===== src/sv/sci_div.sv =====
// pipelined restoring divider, one quotient bit per stage
module sci_div #(
  parameter int NW = 16,
  parameter int DW = 8,
  parameter int QW = 8
) (
  input  logic          clk,
  input  logic          en,
  input  logic [NW-1:0] num,
  input  logic [DW-1:0] den,
  output logic [QW-1:0] quo,
  output logic          rem_nz
);

  localparam int EW = (NW > DW + QW) ? NW : DW + QW;

  logic [EW-1:0] rem [QW];
  logic [QW-1:0] qt  [QW];
  logic [DW-1:0] dv  [QW];
  logic [EW-1:0] rin [QW];
  logic [QW-1:0] qin [QW];
  logic [DW-1:0] din [QW];
  logic [EW-1:0] sub [QW];
  logic          ge  [QW];

  always_comb begin
    rin[0] = EW'(num);
    qin[0] = '0;
    din[0] = den;
    for (int k = 1; k < QW; k++) begin
      rin[k] = rem[k-1];
      qin[k] = qt[k-1];
      din[k] = dv[k-1];
    end
    for (int k = 0; k < QW; k++) begin
      sub[k] = EW'(din[k]) << (QW - 1 - k);
      ge[k]  = rin[k] >= sub[k];
    end
  end

  always_ff @(posedge clk) begin
    if (en) begin
      for (int k = 0; k < QW; k++) begin
        rem[k] <= ge[k] ? rin[k] - sub[k] : rin[k];
        qt[k]  <= qin[k] | (QW'(ge[k]) << (QW - 1 - k));
        dv[k]  <= din[k];
      end
    end
  end

  assign quo    = qt[QW-1];
  assign rem_nz = |rem[QW-1];

endmodule


===== config.mk =====
export PLATFORM = sky130hd
export DESIGN_NAME = sci_div
export DESIGN_NICKNAME = d
export VERILOG_FILES = /design/src/sv/sci_div.sv
export SDC_FILE = /design/constraint.sdc
export NUM_CORES = 1
export LEC_CHECK = 0
export ABC_CLOCK_PERIOD_IN_PS = 3100
export BUFFER_PORTS_ARGS = -buffer_cell sky130_fd_sc_hd__buf_2
export CORE_MARGIN = 2
export CORE_UTILIZATION = 35
export CTS_CLUSTER_DIAMETER = 150
export DETAILED_ROUTE_END_ITERATION = 10
export PLACE_DENSITY_LB_ADDON = 0.05
export SLEW_MARGIN = 20
export SYNTH_ARGS = -nofsm -noshare
export SYNTH_HDL_FRONTEND = slang
export SYNTH_SLANG_ARGS = --single-unit

===== constraint.sdc =====
create_clock -name clk -period 3.1 [get_ports clk]
set_input_delay 0.155 -clock clk [delete_from_list [all_inputs] [get_ports clk]]
set_output_delay 0.155 -clock clk [all_outputs]
set_load 0.01 [all_outputs]

==> results.toml <==
[die]
fp.dieArea_mm2 = 0.0333
die_w_um = 182
pin_count = 35
start_util_pct = 35.4
die_y_um = 182
core-area_mm2 = 0.0315
std_cell_rows = 65

[worst_setup_path]
reg2reg_depth = 7
crit_top_cell = "or4_4"
path_cells = "ha_1 -> or4_4 -> or4_4 -> or3_4 -> a31oi_4 -> inv_2 -> mux2_4"
timing_worst_setup_path_type = "reg -> reg"
crit_fanout = 13
critPathArrivalTime_ns = 3.20
max_stage_delay_ns = 0.55
worstSetupStartpoint = "rem[1][24]"
crit_path_end_kind = "flop"
worst_setup_path_start_kind = "flop"
worst_path_max_delay_cell = "or4_4"
crit_required_ns = 3.39
timing.rr.start = "rem[1][24]"

[sta]
setup_viol = 0
tns_ns = 0
finalHoldViolations = 0
fin_crit_ns = 2.91
worst_pin_slew_ns = 0.947
skew_ns = 0.0114
drv_slew = 0
slew_headroom_pct = 36.4
fin_crit_sh_pct = 93.9
fmax_mhz = 344
rsz0062_at_grt = "false"

[logic_synthesis]
ys_top_cells_by_count = "edfxtp_1 (220), inv_1 (87), o21ai_0 (72)"
yosys_most_used_dff = "edfxtp_1"
syn_inst = 908
syn-cell-area_mm2 = 0.0111
synth.area.top_cells = "edfxtp_1 (59%), ha_1 (7.2%), o21ai_0 (3.2%)"
yosysTopAreaCellShare_pct = 59.3
synth_edf_count = 220
yosysWarnings = 0
synth_nets = 1006
async_reset_ff_share_pct = 0
synth.most_common_cell = "edfxtp_1"
syn_avg_cell_area_um2 = 12.3
synth_cell_types = 60
seq_area_frac_synth_pct = 59.3
ys_ff_latch = 220
synth_top_area_cell = "edfxtp_1"

[clock_tree]
clk_pin_slew_ns = 0.06
numCtsBuffers = 27
insertion_delay_ns = 0.54
clock_sinks = 220
root_buffer = "clkbuf_16"
ctsResizeCount = 0
clockBufferDepth = 3
post_cts_buffers = 0
h-tree-depth = 1
cts_tree = "yes"

[layout]
antenna_cells = 0
drive_gt1_share_pct = 12.1
fin_nets = 1104
areaGrowthSynthToFinish_pct = 17.4

[job]
cap_violations = 0

[placed_design]
io_buffers = 34
place_hpwl_um = 16900
gp_congestion = 0.799

[power_and_ir_drop]
switchingPower_w = 0.00302
p_seq_share_pct = 43.7
power_density_mw_per_mm2 = 772
p_int_w = 0.00707
switching_share_pct = 29.9
clockPowerShare_pct = 30.6
power.total_w = 0.0101
power_frac_comb_pct = 25.8
leakagePower_nw = 4.97
ir_drop_mv = 0.362

[global_routing]
grt_pass1_wl_um = 37300
grt_usage_pct = 14.1
overflow = 0
grt_max_degree = 60
antenna_found_initial = 0
grt_pass1_vias = 7112

[detailed_routing]
vias = 6990
viasPerCell = 4.89
ant_nets = 0
first_iter_violations = 309
drt_wl_total_um = 22900
avgRoutedWirePerCell_um = 16.0
drc_errors = 0
drt_first_pass_iters = 6

[min_path]
min_path_cells = 1
hold_class = "in -> reg"
hold_start = "en"

[run_status]
run_status = "finished clean"
logic make-up after synthesis:
logic type / Yosys count / share of synthesized area, %
buf+inv: 97 / 3.34
xor+xnor: 56 / 4.40
flops: 220 / 59.3
simple gates: 245 / 11.3
compound gates: 202 / 11.4
fa+ha+maj: 72 / 8.63
mux: 16 / 1.60
critical path, delay by kind of cell, from the launching register on:
kind,cells,cell delay (ns)
multiplexers,1,0.32
adder cells (fa/ha/maj),1,0.23
buffers and inverters,1,0.17
flip-flops,1,0.39
AND/OR/NAND/NOR,3,1.34
AO/OA/AOI/OAI,1,0.21
metrics by stage:
step	instances	area (um^2)	worst slack, ns	hold slack (ns)	utilization (%)
6_report	1429	13100	0.191	0.0586	41.5
5_1_grt	1429	13100	0.0928	0.0667	41.5
4_1_cts	1429	13100	0.187	0.0557	41.5
3_5_place_dp	1355	12000	0.203	0.350	38.0
3_3_place_gp	1355	12000	0.210	0.349	38.0
2_1_floorplan	908	11100	0.260	0.254	-
placed cells by master, fill, tap and decap left out, types with 4 or more instances in the layout:
cell,instances
edfxtp_1,220
inv_1,87
o21ai_0,72
nor2_1,64
ha_1,64
nand2_1,62
a21oi_1,46
buf_2,33
xnor2_1,32
clkbuf_16,27
xor2_1,24
dlygate4sd3_1,24
nor3_1,18
buf_4,18
nand2b_1,16
o21a_1,16
nor4_1,14
nor2b_1,13
a21o_1,11
a211oi_1,10
mux2_2,10
nand3_1,9
o31ai_1,9
nand4_1,8
o31a_1,8
fa_1,8
clkinv_2,7
clkinv_1,7
or3_1,6
or4_1,5
nand3b_1,5
mux2i_1,5
o211ai_1,4
clkinvlp_4,4
what timing repair did:
item | 4_1_cts | 5_1_grt
hold buffers | 24 | 0
setup endpoints to repair | 0 | 0
hold endpoints to repair | 24 | 0
path summary, 6_finish.rpt:
path                                    to  slack [ns]
worst max-delay path            rem[1][39]        0.19
worst min-delay path            rem[0][15]        0.06
worst max register to register  rem[1][39]        0.19
worst min register to register   qt[1][23]        0.41
cell type report:
type                            instances  area, um^2
Clock inverter                         22         190
Sequential cell                       220        6610
Tap cell                              402         503
Clock buffer                           28         679
Timing Repair Buffer                   78         596
Inverter                               88         330
Multi-Input combinational cell        591        4170
Fill cell                            2936       18400
registers in the layout (all words and copies together) (netlist names):
name / cells
rem: 128
dv: 56
qt: 36
power groups by stage:
stage / logic [W] / registers (W) / clock network (W)
2_1_floorplan: 0.00194 / 0.00433 / 0
3_3_place_gp: 0.00260 / 0.00449 / 0
3_5_place_dp: 0.00260 / 0.00448 / 0
4_1_cts: 0.00264 / 0.00442 / 0.00319
5_1_grt: 0.00296 / 0.00449 / 0.00331
6_report: 0.00260 / 0.00441 / 0.00309
routing by layer:
metal	track usage, %	part of all wire, %	vias up
met5	0	0	-
met3	2.12	3.2	35
met1	15.1	39	3279
li1	-	-	3577
met2	28.2	55	99
met4	4.29	2.3	0
No activity file was read; power rests on OpenSTA's default activity.
