### config.mk
export PLATFORM = sky130hd
export DESIGN_NAME = sci_mul
export DESIGN_NICKNAME = d
export VERILOG_FILES = /design/src/sv/sci_pkg.sv /design/src/sv/sci_mul.sv
export SDC_FILE = /design/constraint.sdc
export NUM_CORES = 2
export LEC_CHECK = 0
export BUFFER_PORTS_ARGS = -buffer_cell sky130_fd_sc_hd__buf_4
export CAP_MARGIN = 5
export CORE_MARGIN = 3
export CORE_UTILIZATION = 40
export CTS_BUF_LIST = sky130_fd_sc_hd__clkbuf_8
export CTS_CLUSTER_DIAMETER = 40
export DETAILED_ROUTE_END_ITERATION = 8
export GPL_ROUTABILITY_DRIVEN = 1
export GPL_TIMING_DRIVEN = 0
export HOLD_SLACK_MARGIN = 0.1
export SETUP_SLACK_MARGIN = 0.5
export SYNTH_ARGS = -nofsm -noshare
export SYNTH_HDL_FRONTEND = slang
export SYNTH_SLANG_ARGS = --single-unit
### constraint.sdc
create_clock -name clk -period 9 [get_ports clk]
set_input_delay 0.9 -clock clk [delete_from_list [all_inputs] [get_ports clk]]
set_output_delay 0.9 -clock clk [all_outputs]
set_load 0.1 [all_outputs]
### src/sv/sci_pkg.sv
// shared constants and helpers for the segment/circle crossing pipeline
package sci_pkg;

  // bits of the multiplier operand consumed per pipeline stage
  localparam int MUL_CHUNK = 16;

  // cycles from operands to registered product in sci_mul
  function automatic int mul_lat(input int bw);
    return (bw + MUL_CHUNK - 1) / MUL_CHUNK + 2;
  endfunction

endpackage

### src/sv/sci_mul.sv
// pipelined signed multiplier, one operand chunk of partial products per stage
module sci_mul #(
  parameter int AW = 33,
  parameter int BW = 33
) (
  input  logic                 clk,
  input  logic                 en,
  input  logic signed [AW-1:0] a,
  input  logic signed [BW-1:0] b,
  output logic signed [AW+BW-1:0] p
);
  import sci_pkg::*;

  localparam int CH = MUL_CHUNK;
  localparam int NC = (BW + CH - 1) / CH;
  localparam int BP = NC * CH;
  localparam int PW = AW + BW;

  logic [AW-1:0]    am   [NC];
  logic [BP-1:0]    bm   [NC];
  logic [PW-1:0]    acc  [NC];
  logic             sg   [NC+1];
  logic [AW+CH-1:0] part [NC];
  logic [AW-1:0]    amag;
  logic [BW-1:0]    bmag;

  assign amag = a[AW-1] ? ~a + 1'b1 : a;
  assign bmag = b[BW-1] ? ~b + 1'b1 : b;

  always_comb begin
    for (int k = 0; k < NC; k++) begin
      part[k] = {{CH{1'b0}}, am[k]} * {{AW{1'b0}}, bm[k][k*CH +: CH]};
    end
  end

  always_ff @(posedge clk) begin
    if (en) begin
      am[0]  <= amag;
      bm[0]  <= BP'(bmag);
      sg[0]  <= a[AW-1] ^ b[BW-1];
      acc[0] <= PW'(part[0]);
      for (int k = 1; k < NC; k++) begin
        am[k]  <= am[k-1];
        bm[k]  <= bm[k-1];
        acc[k] <= acc[k-1] + (PW'(part[k]) << (k*CH));
      end
      for (int k = 1; k <= NC; k++) begin
        sg[k] <= sg[k-1];
      end
      p <= sg[NC] ? ~acc[NC-1] + 1'b1 : acc[NC-1];
    end
  end

endmodule

==> impl_metrics.toml <==
[die]
row_count = 130
num_io_pins = 134
start_util_pct = 40.5
die_area_mm2 = 0.132
die_h_um = 364
coreArea_mm2 = 0.126
die_x_um = 364

[yosys]
synthFlopType = "edfxtp_1"
postSynthCellCount = 5131
synth_cell_types = 80
synth_edf_count = 401
synthTopCellsByArea = "fa_1, edfxtp_1, ha_1, inv_1, nand2_1"
netlist_area_mm2 = 0.0512
synth_most_common_cell = "inv_1"
yosys-top-cells-count = "inv_1, nand2_1, fa_1"
ys_seq_area_share_pct = 23.5
synth_top_area_share_pct = 33.9
avgSynthCellArea_um2 = 9.98
ys_warn_count = 0
synthArstFlopShare_pct = 0
ys_ff_latch = 401
synth_top_cell_by_area = "fa_1"
synth_nets = 6380

[detailed_routing]
drtIter0Drc = 2481
drc = 0
via_per_inst = 5.17
wl_per_cell_um = 21.2
drtAntennaViolNets = 0
num_vias = 37400
first_pass_iters = 6
drt_wl_total_um = 154000

[hold_path]
hold_class = "in2reg"
holdPathStages = 1
worstHoldStart = "a[0]"
worst_hold_path.endpoint = "am[0][0]"

[worst_setup_path]
r2r_setup_slack_ns = 0.62
cp_slowest_stage_delay_ns = 0.57
critPathMaxFanout = 7
crit_slowest_cell = "fa_2"
crit_type = "reg2reg"
path_delay_family = "adder cells"
regToRegEndpoint = "acc[0][128]"
rr_worst_depth = 34
r2r-start = "bm[0][69]"
cpMostUsedCell = "fa_1"
crit_required_ns = 9.48
cp-end-kind = "register"
worstPathArrival_ns = 8.85
worstSetupStartpointType = "register"
cp.buffers_inverters = 8

[placed_design]
place.gp.congestion = 0.948
port_buffers = 133
hpwl_um = 123000
placed_cells = 6918

[clock_network]
tritoncts = "built"
clkLatencyLatePin_ns = 0.77
cts_made_buffers = 79
clkTransAtPathRegs_ns = 0.06
clock_path_buffers = 3
cts.sinks = 401
cts_root_buf = "clkbuf_8"
htree_levels = 3

[finish]
layout.nets = 6771
fillers = 11900
area_delta_synth_final_pct = 14.5
drive_gt1_share_pct = 12.8
fin_util_pct = 46.4
final_cells = 7240

[global_routing]
grt_max_degree = 127
grt_pass1_wl_um = 235000
grt_overflow = 0
grt.total_usage_pct = 23.5
grt_pass1_vias = 39000
antenna_found_initial = 9

[sta]
setup_viol = 0
min_period_over_period_pct = 93.1
period_needed_ns = 8.38
hold_viol = 0
grt_setup_unrepaired = "true"
max_slew.worst_pin.slew_ns = 1.08
max_freq_ghz = 0.119
skew_ns = 0.0566
slew_headroom_pct = 27.9
tns_ns = 0
holdWs_ns = 0.357
final_max_slew_viol_count = 0

[status]
status = "completed"

[run]
drv_cap = 0
[registers in the layout, summed over array words and instances (netlist names)]
| name | count |
|---|---|
| acc | 181 |
| am | 99 |
| p | 66 |
| bm | 51 |
| sg | 4 |
[layer usage]
layer	part of all wire (%)	GRT usage, %
met5	0.026	0
met4	3.8	8.24
met2	45	37.2
met3	9.1	5.48
met1	42	31.8
[placed cells by master, fill, tap and decap left out, drive strengths merged, types with 81 or more instances in the layout]
master / netlist / routed
ha: 315 / 315
edfxtp: 401 / 401
nand2: 877 / 877
clkbuf: 203 / 259
a21o: 81 / 81
nor2: 89 / 89
and2: 357 / 357
a21oi: 137 / 137
buf: 4 / 337
inv: 930 / 950
fa: 866 / 866
xnor2: 217 / 217
o21ai: 118 / 118
[cells by family after synthesis]
kind of cell | share of synthesized area, %
AO/OA/AOI/OAI | 7.04
buffers and inverters | 8.35
adder cells (fa/ha/maj) | 41.6
XOR/XNOR | 4.74
multiplexers | 0.0782
AND/OR/NAND/NOR | 14.7
flip-flops | 23.5
[through the flow]
stage | instance area (um^2) | worst slack (ns)
finish | 58600 | 0.624
global route | 58600 | 0.381
CTS | 57300 | 0.493
detailed placement | 54400 | -1.41
global placement | 54300 | -1.39
floorplan | 51200 | 0.825
[final cells by class]
type	count	area (um^2)	share of cell area [%]
Clock inverter	67	667	1.14
Clock buffer	79	1090	1.85
Timing Repair Buffer	310	2590	4.42
Inverter	930	3490	5.95
Buffer	207	1140	1.95
Antenna cell	3	7.51	0.0128
Tap cell	1650	2060	3.52
Sequential cell	401	12000	20.5
Multi-Input combinational cell	3593	35600	60.6
[worst register-to-register path: cells and delay by family, from the launching register on]
| family | cells | cell delay [ns] |
|---|---|---|
| adder cells (fa/ha/maj) | 8 | 3.59 |
| AO/OA/AOI/OAI | 11 | 2.48 |
| buffers and inverters | 8 | 0.80 |
| AND/OR/NAND/NOR | 5 | 0.55 |
| flip-flops | 1 | 0.41 |
| XOR/XNOR | 2 | 0.29 |
[what timing repair did]
item	CTS	global route
hold buffers	0	0
cloned	0	2
pin swaps	36	102
endpoints found under the setup margin	32	24
resized for setup	189	234
buffers inserted	81	90
[how the worst max path moves through the flow]
stage                          from     endpoint  slack (ns)  depth (start not counted)
after detailed placement  bm[0][67]  acc[0][127]       -1.41                         30
after CTS                 am[0][37]  acc[0][127]        0.49                         31
after global routing      bm[0][69]  acc[0][128]        0.38                         34
final                     bm[0][69]  acc[0][128]        0.62                         34
after global placement    bm[0][67]  acc[0][127]       -1.39                         30
after floorplan           bm[0][73]  acc[0][127]        0.83                         33
Power is left out: the tool's default activity adds up to more than one toggle a clock period on the data nets, which glitch-free logic cannot reach.
