<file path="src/sv/sci_sqrt.sv">
// pipelined integer square root, one root bit per stage
module sci_sqrt #(
  parameter int IW = 8,
  parameter int RW = (IW + 1) / 2
) (
  input  logic          clk,
  input  logic          en,
  input  logic [IW-1:0] rad,
  output logic [RW-1:0] root
);

  localparam int EW = IW + 2;

  logic [EW-1:0] rem   [RW];
  logic [RW-1:0] rt    [RW];
  logic [EW-1:0] rin   [RW];
  logic [RW-1:0] qin   [RW];
  logic [EW-1:0] trial [RW];
  logic          ge    [RW];

  always_comb begin
    rin[0] = EW'(rad);
    qin[0] = '0;
    for (int k = 1; k < RW; k++) begin
      rin[k] = rem[k-1];
      qin[k] = rt[k-1];
    end
    // (q + 2^i)^2 - q^2 = q*2^(i+1) + 2^(2i)
    for (int k = 0; k < RW; k++) begin
      trial[k] = (EW'(qin[k]) << (RW - k)) | (EW'(1) << (2 * (RW - 1 - k)));
      ge[k]    = rin[k] >= trial[k];
    end
  end

  always_ff @(posedge clk) begin
    if (en) begin
      for (int k = 0; k < RW; k++) begin
        rem[k] <= ge[k] ? rin[k] - trial[k] : rin[k];
        rt[k]  <= qin[k] | (RW'(ge[k]) << (RW - 1 - k));
      end
    end
  end

  assign root = rt[RW-1];

endmodule

</file>
<file path="config.mk">
export PLATFORM = sky130hd
export DESIGN_NAME = sci_sqrt
export DESIGN_NICKNAME = d
export VERILOG_FILES = /design/src/sv/sci_sqrt.sv
export SDC_FILE = /design/constraint.sdc
export NUM_CORES = 1
export LEC_CHECK = 0
export BUFFER_PORTS_ARGS = -buffer_cell sky130_fd_sc_hd__buf_2
export CAP_MARGIN = 20
export CORE_ASPECT_RATIO = 0.5
export CORE_MARGIN = 5
export CORE_UTILIZATION = 60
export CTS_BUF_LIST = sky130_fd_sc_hd__clkbuf_8
export DETAILED_ROUTE_END_ITERATION = 10
export GPL_ROUTABILITY_DRIVEN = 1
export PLACE_DENSITY = 0.83
export SLEW_MARGIN = 40
export SYNTH_ARGS = -nofsm -noshare
export SYNTH_HDL_FRONTEND = slang
export SYNTH_SLANG_ARGS = --single-unit
</file>
<file path="constraint.sdc">
create_clock -name clk -period 2.6 [get_ports clk]
set_input_delay 0.13 -clock clk [delete_from_list [all_inputs] [get_ports clk]]
set_output_delay 0.13 -clock clk [all_outputs]
set_load 0.01 [all_outputs]
</file>
==> impl_metrics.json <==
{
  "drv.max_cap_violation_count": 0,
  "post_synth_main_area_contributors": "sky130_fd_sc_hd__edfxtp_1 66%, sky130_fd_sc_hd__ha_1 7.0%, sky130_fd_sc_hd__xnor2_1 3.0%, sky130_fd_sc_hd__inv_1 2.7%, sky130_fd_sc_hd__mux2_4 1.7%",
  "syn-mean-instance-area_um2": 14.8,
  "r2r-end": "rem[2][4]",
  "clkLatencyLatePin_ps": 290,
  "share_clk_of_total_power_pct": 27.3,
  "synth.distinct_cells": 32,
  "power.internal_mw": 1.04,
  "r2r_setup_slack_ps": 510,
  "die-area_um2": 4220,
  "synth_xor_xnor_area_share_pct": 3.45,
  "area_growth_syn_to_layout_pct": 11.3,
  "synth.net_count": 140,
  "layout-drive-gt1-share_pct": 20.6,
  "synth_adder_area_share_pct": 7.04,
  "layout.area.seq_um2": 1170,
  "post_synth_instance_area_um2": 1780,
  "critical_path.endpoint_type": "register",
  "timing.final.crit_share_pct": 80.4,
  "num_io_pins": 14,
  "ant_nets": 0,
  "largest_net_degree_at_the_start_of_global_routing": 40,
  "horiz_die_dim_um": 87.0,
  "floorplan.core_area_um2": 2720,
  "grt_pass1_wl_mm": 4.00,
  "drtIter0Drc": 59,
  "synth_sequential_area_ratio_pct": 65.9,
  "regToRegStartpoint": "rem[1][4]",
  "worst_hold_end": "rem[0][5]",
  "report.final.hold_viol_count": 0,
  "tritoncts": "done",
  "multiInputGateArea_um2": 557,
  "power.ir.vdd_worst_uv": 423,
  "antenna_violations_before_repair": 0,
  "fmax_mhz": 479,
  "crit_chain": "ha_1, and2b_4, o22a_4, nor3_4, mux2_4",
  "p_seq_share_pct": 58.5,
  "synth-compound-area-share_pct": 7.46,
  "p_per_area_nw_per_um2": 690,
  "detailedRoute.firstPassIterationCount": 4,
  "root_buffer": "sky130_fd_sc_hd__clkbuf_8",
  "cp.arrival_ps": 2130,
  "layout.cells.non_filler": 178,
  "postSynth.topFlopCell": "sky130_fd_sc_hd__edfxtp_1",
  "global_route.usage.total_pct": 12.5,
  "power.share.combinational_pct": 14.1,
  "netSwitchingFraction_pct": 23.5,
  "ys_async_sr_fraction_pct": 0,
  "report.power.total_mw": 1.36,
  "worstHoldPathCells": 1,
  "timing_max_transition_violations_final": 0,
  "synth_enable_flop_cells": 39,
  "total_leakage_power_nw": 0.767,
  "rows": 13,
  "critical_path_startpoint_category": "register",
  "yosys_warnings": 0,
  "clock_skew_ps": 6.22,
  "post_cts.resized_instances": 0,
  "post_synth_inst_count": 120,
  "setup.worst_path.class": "register to register",
  "simple_logic_cell_fraction_of_the_synthesized_area_pct": 9.08,
  "via_cell_ratio": 5.20,
  "grt_remaining_overflow": 0,
  "placement.io_buffers": 13,
  "worst_hold_path_type": "input port to register",
  "worst_hold_slack_ps": 13.7,
  "worst_path_largest_cell_delay_ps": 400,
  "worst-path-buf-inv": 0,
  "synth_top_family_by_area": "simple AND/OR/NAND/NOR gates",
  "route.detailed.wl_per_inst_um": 13.5,
  "reg2reg_depth": 5,
  "cp_max_fo": 6,
  "layout.nets": 161,
  "synth_top_area_cell": "sky130_fd_sc_hd__edfxtp_1",
  "num_antenna_cells": 0,
  "synth-seq-cells": 39,
  "drc": 0,
  "setup_repair_after_global_routing_missed_its_margin": "no",
  "initial_core_util_pct": 65.4,
  "postCtsSetupRepairBufs": 0,
  "power.net_switching_mw": 0.320,
  "clk_pin_slew_worst_paths_ps": 70,
  "worst_path_max_delay_cell": "sky130_fd_sc_hd__edfxtp_1",
  "placed_cells_incl_taps": 170,
  "post-synth-top-area-fraction_pct": 65.9,
  "min_from": "rad[5]",
  "fillerInstances": 173,
  "first_global_vias": 842,
  "cts.sinks": 39,
  "path_delay_family": "simple AND/OR/NAND/NOR gates",
  "dp_hpwl_mm": 1.67,
  "setup_viol": 0,
  "routabilityCongestion": 0.827,
  "final_period_minus_worst_setup_slack_ps": 2090,
  "route.vias.total": 925,
  "critPathRequiredTime_ps": 2640,
  "die_h_um": 48.5,
  "cts_made_buffers": 5,
  "setup_total_negative_slack_ps": 0,
  "drt-total-wl_mm": 2.40,
  "fraction_of_synthesized_area_in_multiplexers_pct": 4.08,
  "post_cts_hold_buffer_count": 0,
  "status": "finished clean",
  "ctsHtreeMaxLevel": 2,
  "cts.path.max_buffers": 2
}
[cell usage after synthesis, types with 2 or more instances]
cell,number
sky130_fd_sc_hd__a211oi_1,3
sky130_fd_sc_hd__a21o_1,3
sky130_fd_sc_hd__edfxtp_1,39
sky130_fd_sc_hd__ha_1,10
sky130_fd_sc_hd__inv_1,13
sky130_fd_sc_hd__mux2_2,2
sky130_fd_sc_hd__mux2_4,2
sky130_fd_sc_hd__mux2i_1,2
sky130_fd_sc_hd__nand2_1,3
sky130_fd_sc_hd__nand3_1,2
sky130_fd_sc_hd__nor2_1,4
sky130_fd_sc_hd__nor2b_1,3
sky130_fd_sc_hd__nor3_1,3
sky130_fd_sc_hd__nor4_1,2
sky130_fd_sc_hd__o21a_1,4
sky130_fd_sc_hd__o21ai_0,3
sky130_fd_sc_hd__or2_2,2
sky130_fd_sc_hd__xnor2_1,6
[flip-flops by register name, summed over array words and instances (netlist names)]
| name | count |
|---|---|
| rem | 29 |
| rt | 10 |
[placed cells by master (no fill, tap or decap)]
| cell | count |
|---|---|
| sky130_fd_sc_hd__edfxtp_1 | 39 |
| sky130_fd_sc_hd__inv_1 | 13 |
| sky130_fd_sc_hd__buf_2 | 12 |
| sky130_fd_sc_hd__ha_1 | 10 |
| sky130_fd_sc_hd__xnor2_1 | 6 |
| sky130_fd_sc_hd__clkbuf_8 | 5 |
| sky130_fd_sc_hd__nor2_1 | 4 |
| sky130_fd_sc_hd__o21a_1 | 4 |
| sky130_fd_sc_hd__nor3_1 | 3 |
| sky130_fd_sc_hd__a211oi_1 | 3 |
| sky130_fd_sc_hd__nand2_1 | 3 |
| sky130_fd_sc_hd__o21ai_0 | 3 |
| sky130_fd_sc_hd__nor2b_1 | 3 |
| sky130_fd_sc_hd__a21o_1 | 3 |
| sky130_fd_sc_hd__or2_2 | 2 |
| sky130_fd_sc_hd__mux2_2 | 2 |
| sky130_fd_sc_hd__mux2_4 | 2 |
| sky130_fd_sc_hd__mux2i_1 | 2 |
| sky130_fd_sc_hd__nor4_1 | 2 |
| sky130_fd_sc_hd__nand3_1 | 2 |
| sky130_fd_sc_hd__and2b_4 | 1 |
| sky130_fd_sc_hd__or2_0 | 1 |
| sky130_fd_sc_hd__o22a_4 | 1 |
| sky130_fd_sc_hd__nand4b_1 | 1 |
| sky130_fd_sc_hd__o211ai_2 | 1 |
| sky130_fd_sc_hd__nor3_4 | 1 |
| sky130_fd_sc_hd__a21oi_1 | 1 |
| sky130_fd_sc_hd__o211ai_1 | 1 |
| sky130_fd_sc_hd__xor2_1 | 1 |
| sky130_fd_sc_hd__nand2b_1 | 1 |
| sky130_fd_sc_hd__nand4_1 | 1 |
| sky130_fd_sc_hd__or3_1 | 1 |
| sky130_fd_sc_hd__and2_1 | 1 |
| sky130_fd_sc_hd__clkinv_2 | 1 |
| sky130_fd_sc_hd__clkinv_1 | 1 |
| sky130_fd_sc_hd__dlygate4sd3_1 | 1 |
| sky130_fd_sc_hd__buf_4 | 1 |
| sky130_fd_sc_hd__conb_1 | 1 |
[logic make-up (layout without fill, tap and decap cells)]
| kind of cell | after synthesis | count (layout) |
|---|---|---|
| XOR/XNOR | 7 | 7 |
| adder cells (fa/ha/maj) | 10 | 10 |
| buffers and inverters | 13 | 34 |
| AO/OA/AOI/OAI | 17 | 17 |
| multiplexers | 6 | 6 |
| AND/OR/NAND/NOR | 27 | 27 |
| other | 1 | 1 |
| flip-flops | 39 | 39 |
[final cells by class]
class                   count  area share [%]
repair buffers             14            3.92
inverters                  13            2.47
flip-flops and latches     39            59.2
clock buffers               5            3.48
clock inverters             2           0.443
well taps                  37            2.34
multi-input cells          68            28.1
[worst register-to-register path, stage by stage, from the launching register on]
cell	delay (ps)
sky130_fd_sc_hd__edfxtp_1	400
sky130_fd_sc_hd__ha_1	360
sky130_fd_sc_hd__and2b_4	200
sky130_fd_sc_hd__o22a_4	220
sky130_fd_sc_hd__nor3_4	330
sky130_fd_sc_hd__mux2_4	330
[stage by stage]
stage	worst slack (ps)	cell area, µm²	util, %
floorplan	619	1780	-
global placement	568	1890	69.5
detailed placement	520	1890	69.5
CTS	509	1970	72.4
global route	411	1980	72.8
finish	511	1980	72.8
[per-layer routing]
metal / track usage (%) / wire (µm) / vias up
met3: 5.06 / 120 / 5
met4: 4.66 / 29 / 0
met1: 17.3 / 1190 / 422
met2: 17.6 / 1060 / 16
met5: 0 / 0 / -
li1: - / - / 482
[worst max path at each step]
| stage | slack (ps) | startpoint | endpoint | cells after the start |
|---|---|---|---|---|
| after floorplan | 620 | rem[1][4] | rem[2][4] | 5 |
| after global placement | 570 | rem[1][4] | rem[2][4] | 5 |
| after detailed placement | 520 | rem[1][4] | rem[2][4] | 5 |
| after CTS | 510 | rem[1][4] | rem[2][4] | 5 |
| after global routing | 410 | rem[1][2] | rem[2][4] | 6 |
| final | 510 | rem[1][4] | rem[2][4] | 5 |
[power by group through the flow]
stage,sequential (mW),clock [mW],combinational (mW)
2_1_floorplan,0.805,0,0.145
3_5_place_dp,0.813,0,0.190
5_1_grt,0.806,0.412,0.214
6_report,0.799,0.373,0.193
3_3_place_gp,0.809,0,0.184
4_1_cts,0.799,0.381,0.193
(Power assumes the default switching activity.)
